## src/rtl/rau_pkg.sv

```systemverilog
// Shared types and constants for the rational arithmetic unit.
// Used by rau_ctrl, rau_dp and rational_arith_unit; depends on nothing.
`timescale 1ns / 1ps

package rau_pkg;

    localparam int OperandWidth = 32;           // numerator bits taken from each operand
    localparam int NumW         = 32;
    localparam int DenW         = 31;
    localparam int KindW        = 3;
    localparam int ProdW        = 64;           // signed cross products and sums
    localparam int MagW         = 63;           // magnitudes, GCD and quotients
    localparam int ResDenW      = 62;
    localparam int ShiftW       = $clog2(MagW); // common power-of-two count
    localparam int DivSteps     = MagW;         // one quotient bit a cycle
    localparam int CntW         = $clog2(DivSteps);
    localparam int NumPad       = NumW - OperandWidth;

    localparam logic [DenW-1:0] DenMask =
        DenW'((64'd1 << (OperandWidth - 1)) - 64'd1);

    typedef enum logic [KindW-1:0] {
        KIND_ADD = 3'd0,
        KIND_SUB = 3'd1,
        KIND_MUL = 3'd2,
        KIND_DIV = 3'd3,
        KIND_EQ  = 3'd4
    } t_kind;

    typedef struct packed {
        logic [KindW-1:0]       kind;
        logic signed [NumW-1:0] a_num;
        logic [DenW-1:0]        a_den;
        logic signed [NumW-1:0] b_num;
        logic [DenW-1:0]        b_den;
    } t_req;

    typedef struct packed {
        logic signed [ProdW-1:0] res_num;
        logic [ResDenW-1:0]      res_den;
        logic                    is_equal;
        logic                    div_by_zero;
    } t_res;

    // controller to datapath
    typedef struct packed {
        logic load;
        logic mul_a;
        logic mul_b;
        logic mul_c;
        logic sum;
        logic sign;
        logic gcd_step;
        logic scale;
        logic div_step;
        logic out_load;
    } t_cmd;

    // datapath to controller
    typedef struct packed {
        logic compute;
        logic gcd_done;
        logic div_last;
    } t_sts;

endpackage

```

## src/rtl/rau_ctrl.sv

```systemverilog
// Sequencer of the rational arithmetic unit: steps the datapath through
// products, sum, sign split, GCD, scale, divide and result load. Uses rau_pkg.
`timescale 1ns / 1ps

module rau_ctrl (
    input  logic          i_clk,
    input  logic          i_rst_n,
    input  logic          i_req_valid,
    output logic          o_req_ready,
    output logic          o_res_valid,
    input  logic          i_res_ready,
    output rau_pkg::t_cmd o_cmd,
    input  rau_pkg::t_sts i_sts
);

    typedef enum logic [9:0] {
        S_IDLE  = 10'b00_0000_0001,
        S_MUL_A = 10'b00_0000_0010,
        S_MUL_B = 10'b00_0000_0100,
        S_MUL_C = 10'b00_0000_1000,
        S_SUM   = 10'b00_0001_0000,
        S_SIGN  = 10'b00_0010_0000,
        S_GCD   = 10'b00_0100_0000,
        S_SCALE = 10'b00_1000_0000,
        S_DIV   = 10'b01_0000_0000,
        S_OUT   = 10'b10_0000_0000
    } t_state;

    t_state r_state;
    t_state n_state;
    logic   r_out_valid;
    logic   n_out_valid;
    logic   w_out_free;

    assign w_out_free = !r_out_valid || i_res_ready;

    always_comb begin
        n_state     = r_state;
        n_out_valid = r_out_valid && !i_res_ready;
        o_cmd       = '0;
        unique case (r_state)
            S_IDLE: begin
                if (i_req_valid) begin
                    o_cmd.load = 1'b1;
                    n_state    = S_MUL_A;
                end
            end
            S_MUL_A: begin
                o_cmd.mul_a = 1'b1;
                n_state     = i_sts.compute ? S_MUL_B : S_OUT;
            end
            S_MUL_B: begin
                o_cmd.mul_b = 1'b1;
                n_state     = S_MUL_C;
            end
            S_MUL_C: begin
                o_cmd.mul_c = 1'b1;
                n_state     = S_SUM;
            end
            S_SUM: begin
                o_cmd.sum = 1'b1;
                n_state   = S_SIGN;
            end
            S_SIGN: begin
                o_cmd.sign = 1'b1;
                n_state    = S_GCD;
            end
            S_GCD: begin
                if (i_sts.gcd_done) begin
                    n_state = S_SCALE;
                end else begin
                    o_cmd.gcd_step = 1'b1;
                end
            end
            S_SCALE: begin
                o_cmd.scale = 1'b1;
                n_state     = S_DIV;
            end
            S_DIV: begin
                o_cmd.div_step = 1'b1;
                if (i_sts.div_last) begin
                    n_state = S_OUT;
                end
            end
            S_OUT: begin
                // hold until the output register is free
                if (w_out_free) begin
                    o_cmd.out_load = 1'b1;
                    n_out_valid    = 1'b1;
                    n_state        = S_IDLE;
                end
            end
            default: begin
                n_state = S_IDLE;
            end
        endcase
    end

    always_ff @(posedge i_clk) begin
        if (!i_rst_n) begin
            r_state     <= S_IDLE;
            r_out_valid <= 1'b0;
        end else begin
            r_state     <= n_state;
            r_out_valid <= n_out_valid;
        end
    end

    assign o_req_ready = (r_state == S_IDLE);
    assign o_res_valid = r_out_valid;

    a_div_to_out: assert property (@(posedge i_clk) disable iff (!i_rst_n)
        (r_state == S_DIV && i_sts.div_last) |=> (r_state == S_OUT))
        else $error("ctrl: divide did not finish after its last step");

    a_out_loads: assert property (@(posedge i_clk) disable iff (!i_rst_n)
        (r_state == S_OUT && w_out_free) |=> (r_out_valid && r_state == S_IDLE))
        else $error("ctrl: result not presented after load");

endmodule

```

## config.mk

```make
export PLATFORM = sky130hd
export DESIGN_NAME = rau_ctrl
export DESIGN_NICKNAME = d
export VERILOG_FILES = /design/src/rtl/rau_pkg.sv /design/src/rtl/rau_ctrl.sv
export SDC_FILE = /design/constraint.sdc
export NUM_CORES = 1
export LEC_CHECK = 0
export ABC_AREA = 1
export BUFFER_PORTS_ARGS = -buffer_cell sky130_fd_sc_hd__buf_2
export CAP_MARGIN = 40
export CORE_ASPECT_RATIO = 1.25
export CORE_MARGIN = 4
export CORE_UTILIZATION = 44
export CTS_CLUSTER_DIAMETER = 200
export DETAILED_ROUTE_END_ITERATION = 16
export GPL_TIMING_DRIVEN = 0
export PLACE_DENSITY_LB_ADDON = 0.12
export REMOVE_ABC_BUFFERS = 1
export SETUP_SLACK_MARGIN = 0.05
export SYNTH_ARGS = -nofsm -noshare
export SYNTH_HDL_FRONTEND = slang
export SYNTH_SLANG_ARGS = --single-unit
```

## constraint.sdc

```tcl
create_clock -name i_clk -period 1.2 [get_ports i_clk]
set_input_delay 0 -clock i_clk [delete_from_list [all_inputs] [get_ports i_clk]]
set_output_delay 0 -clock i_clk [all_outputs]
set_load 0.02 [all_outputs]
```

Word level (Yosys, flattened, before mapping)
Cells that the tools add are included.
- flip-flop bits (word level): 11
- output and inout bits: 12
- eq/ne operators: 14
- multiplexer cells: 21
- reduce and logical (&&, ||, !) cells: 5
- operator list (cell ; number):
    10-bit case mux with 10 select lines ; 1
    10-bit two-way mux ; 5
    1-bit two-way mux ; 15
    10-bit by 1-bit equality test with 1-bit output, second input constant ; 1
    10-bit equality test, second input constant ; 1
    10-bit by 2-bit equality test with 1-bit output, second input constant ; 1
    10-bit by 3-bit equality test with 1-bit output, second input constant ; 1
    10-bit by 4-bit equality test with 1-bit output, second input constant ; 1
    10-bit by 5-bit equality test with 1-bit output, second input constant ; 1
    10-bit by 6-bit equality test with 1-bit output, second input constant ; 1
    10-bit by 7-bit equality test with 1-bit output, second input constant ; 1
    10-bit by 8-bit equality test with 1-bit output, second input constant ; 1
    10-bit by 9-bit equality test with 1-bit output, second input constant ; 1
    2-bit != test, second input constant ; 4
    4-bit AND reduction ; 1
    1-bit zero test ; 2
    1-bit logical AND ; 1
    1-bit logical OR ; 1

Depth between registers and ports, before layout
- depth in word-level cells: 4
- depth in mapped cells: 10
- mapped depth without buffers: 10

Least setup slack after synthesis
OpenSTA, ideal clock, no wires.
- path type: register to register
- start point: register r_state[2]
- end point: register r_state[0]
- library setup time: 0.113 ns
- data arrival time: 1.106 ns
- data required time: 1.087 ns
- slack: -0.019 ns
- cell stages (with the launch flop): 9
- path through: dfxtp_1 > nor2_4 > nand2_2 > nor2_2 > nand2_1 > inv_1 > nor3_1 > nand3_1 > nand2_1
- cells in the longest elaborated chain, start to end: 3
- elaborated cells between the ends (all ways): 16
- those cells by class: eq/ne: 14; mux: 1; reduce/logical: 1
- ends and longest elaborated chain (item ; RTL line ; RTL):
    start: declaration ; rau_ctrl.sv:29 ; t_state r_state;
    start signal: assignment ; rau_ctrl.sv:104 ; r_state <= n_state;
    10-bit by 1-bit equality test with 1-bit output * ; n/a ;
    via o_req_ready ; rau_ctrl.sv:9 ; output logic o_req_ready,
    2-bit != test (no line) ; n/a ;
    4-bit AND reduction (no line) ; n/a ;
The timed path passes the listed nets; every way through them passes the cells marked *.
A chain may end at the register's enable or synchronous reset.

==> impl_metrics.toml <==
[synthesis]
syn_area_sq_um = 732
yosysUniqueCellTypes = 16
avgSynthCellArea_sq_um = 6.20
synthSimpleGateAreaFrac_pct = 49.6
synthMuxAreaShare_pct = 0
synth_area_leaders = "dfxtp_1, inv_1, nand2_1"
yosysWarningCount = 0
synth-seq-cells = 11
yosysSeqAreaShare_pct = 30.1
yosys.area.top_type = "dfxtp_1"
synth_top_family_by_area = "simple AND/OR/NAND/NOR gates"
yosys.area_share.adder_pct = 0
synth-xor-area-share_pct = 0
synth_edf_count = 0
synth_compound_area_share_pct = 2.05
async_reset_ff_share_pct = 0
synth_cells = 118
yosysTopAreaCellShare_pct = 30.1
synthFlopType = "dfxtp_1"

[clock_network]
ctsLongestPathBuffers = 2
numCtsBuffers = 3
cts_tree = "done"
cts.clk_slew.worst_paths_ps = 80
clock_latency_ps = 290
htreeDepth = 1
clock-sinks = 11
cts-root-buf = "clkbuf_4"

[placement]
place_congestion = 0.770
dp_slack_ps = -110
portBuffers = 18
dp_hpwl_um = 1230

[grt]
grt_pass1_wl_um = 3220
antenna_found_initial = 0
grt-ovfl-total = 0
use_met3_pct = 2.01
grt.total_usage_pct = 18.7
top_usage_layer = "met2"
grt_use_met1_pct = 20.6
grt_max_degree = 11
grt_pass1_vias = 766
met2_usage_pct = 33.0

[cells_and_area]
multi_input_area_sq_um = 457
fillerInstances = 142
seq_area_sq_um = 235
antennaDiodeCount = 0
drive_gt1_share_pct = 46.6
syn2layout_area_growth_pct = 45.3
layout.nets = 156

[flow_run]
maxCapViolations = 0

[worst_setup_path]
endpoint_kind = "primary output"
crit_buf_inv = 1
crit_type = "reg -> out"
max_stage_delay_ps = 350
cp.required_ps = 1200
critPathMaxFanout = 4
crit_path_top_delay_cell = "dfxtp_2"
crit_family = "simple AND/OR/NAND/NOR gates"
arrival_ps = 1340
path_cells = "nor2_4 -> nand2_2 -> nor2_4 -> nand2_2 -> nor2_1 -> buf_4"
cp-start-kind = "flop"

[sta]
relSlewSlack_pct = 83.2
setup_viol = 20
fin_ws_ps = -144
final.min_clock_period_ps = 1340
drv_slew = 0
worst_pin_slew_ps = 250
hold_viol_final = 0
tns_ps = -1950
worst_clock_skew_ps = 9.69
fmax_ghz = 0.744
min_period_over_period_pct = 112
rsz0062_at_grt = "true"

[outcome]
violations = "negative setup slack"
outcome = "finished with violations"

[floorplanning]
core-area_sq_um = 1580
start_util_pct = 46.3
dieArea_sq_um = 2380
io_pins = 19
die-width_um = 44.5
fp-row-count = 16
die_h_um = 53.6

[routing]
wl_um = 1820
drtPass1Iterations = 4
vias_per_cell = 4.63
via_count = 768
drcViolationCount = 0
first_iter_violations = 23
ant_nets = 0
wl_per_cell_um = 10.9

[power]
total_power_mw = 2.03
p_leak_nw = 0.631
power_density_nw_per_um2 = 1910
peakVddDrop_uv = 1450

[worst_hold_path]
hp-class = "in -> reg"
registers in the layout, summed over array words and instances, names as in the netlist:
signal,flops
o_res_valid,1
r_state,10
cells in the final DEF, fill, tap and decap left out, types with 2 or more instances in the layout:
cell,netlist,layout
buf_2,0,7
buf_4,0,12
buf_6,0,5
clkbuf_4,0,3
dfxtp_1,11,3
dfxtp_2,0,6
dfxtp_4,0,2
dlygate4sd3_1,0,2
inv_1,32,26
inv_2,0,6
nand2_1,25,18
nand2_2,2,8
nand2_4,2,3
nand3_1,7,6
nand3_2,3,3
nor2_1,21,18
nor2_4,4,10
nor3_1,3,3
tightest hold or removal path, cell delays in order:
cell and delay (ps):
buf_2 170, nand2_1 80, nor2_1 30
final timing paths:
kind	from	end	slack, ps	cells past startpoint
max	r_state[4]	o_cmd[0]	-140	6
min	i_rst_n	r_state[6]	30	3
max reg2reg	r_state[8]	r_state[8]	-110	9
min reg2reg	r_state[6]	r_state[6]	510	2
through the flow:
| stage | std cells | area (sq um) | hold slack, ps | utilization (%) |
|---|---|---|---|---|
| detailed placement | 153 | 831 | 256 | 52.5 |
| finish | 166 | 1060 | 26.0 | 67.2 |
| global route | 166 | 1060 | 32.3 | 67.2 |
| CTS | 165 | 1050 | 33.2 | 66.1 |
| floorplan | 117 | 718 | 120 | - |
| global placement | 153 | 831 | 257 | 52.5 |
cell families after synthesis:
family          count (synthesis)
simple gates                   71
buf+inv                        33
compound gates                  3
flops                          11
area by class of cell:
cell class                      count  area share (%)
Clock buffer                        3            2.12
Multi-Input combinational cell     75            42.9
Inverter                           32            11.3
Timing Repair Buffer               26            18.9
Sequential cell                    11            22.1
Tap cell                           18            2.12
Clock inverter                      1           0.471
routing by layer:
layer	vias up	routed length, um
met2	28	943
li1	403	-
met1	332	723
met5	-	0
met3	5	103
met4	0	45
synth_stat cells (2+ instances only):
cell type and instances:
nand2_1 25, inv_1 32, nor2_1 21, nand2_2 2, nor2_2 3, dfxtp_1 11, nand3_1 7, nand3_2 3
nor3_1 3, nor2_4 4, nand2_4 2
power by group:
group          switching (mW)  internal [mW]  total [mW]  leakage (nW)
clock network           0.145          0.124       0.269        0.0177
logic                   0.731          0.503        1.23         0.520
registers              0.0766          0.448       0.524        0.0939
timing repair:
action,CTS,global route
hold endpoints to repair,2,0
setup endpoints to repair,20,21
gates resized for setup,45,6
hold buffers,2,0
cloned,1,0
pin swaps,15,6
buffers inserted,5,1
Note: power is estimated with default switching activity, not from simulation.
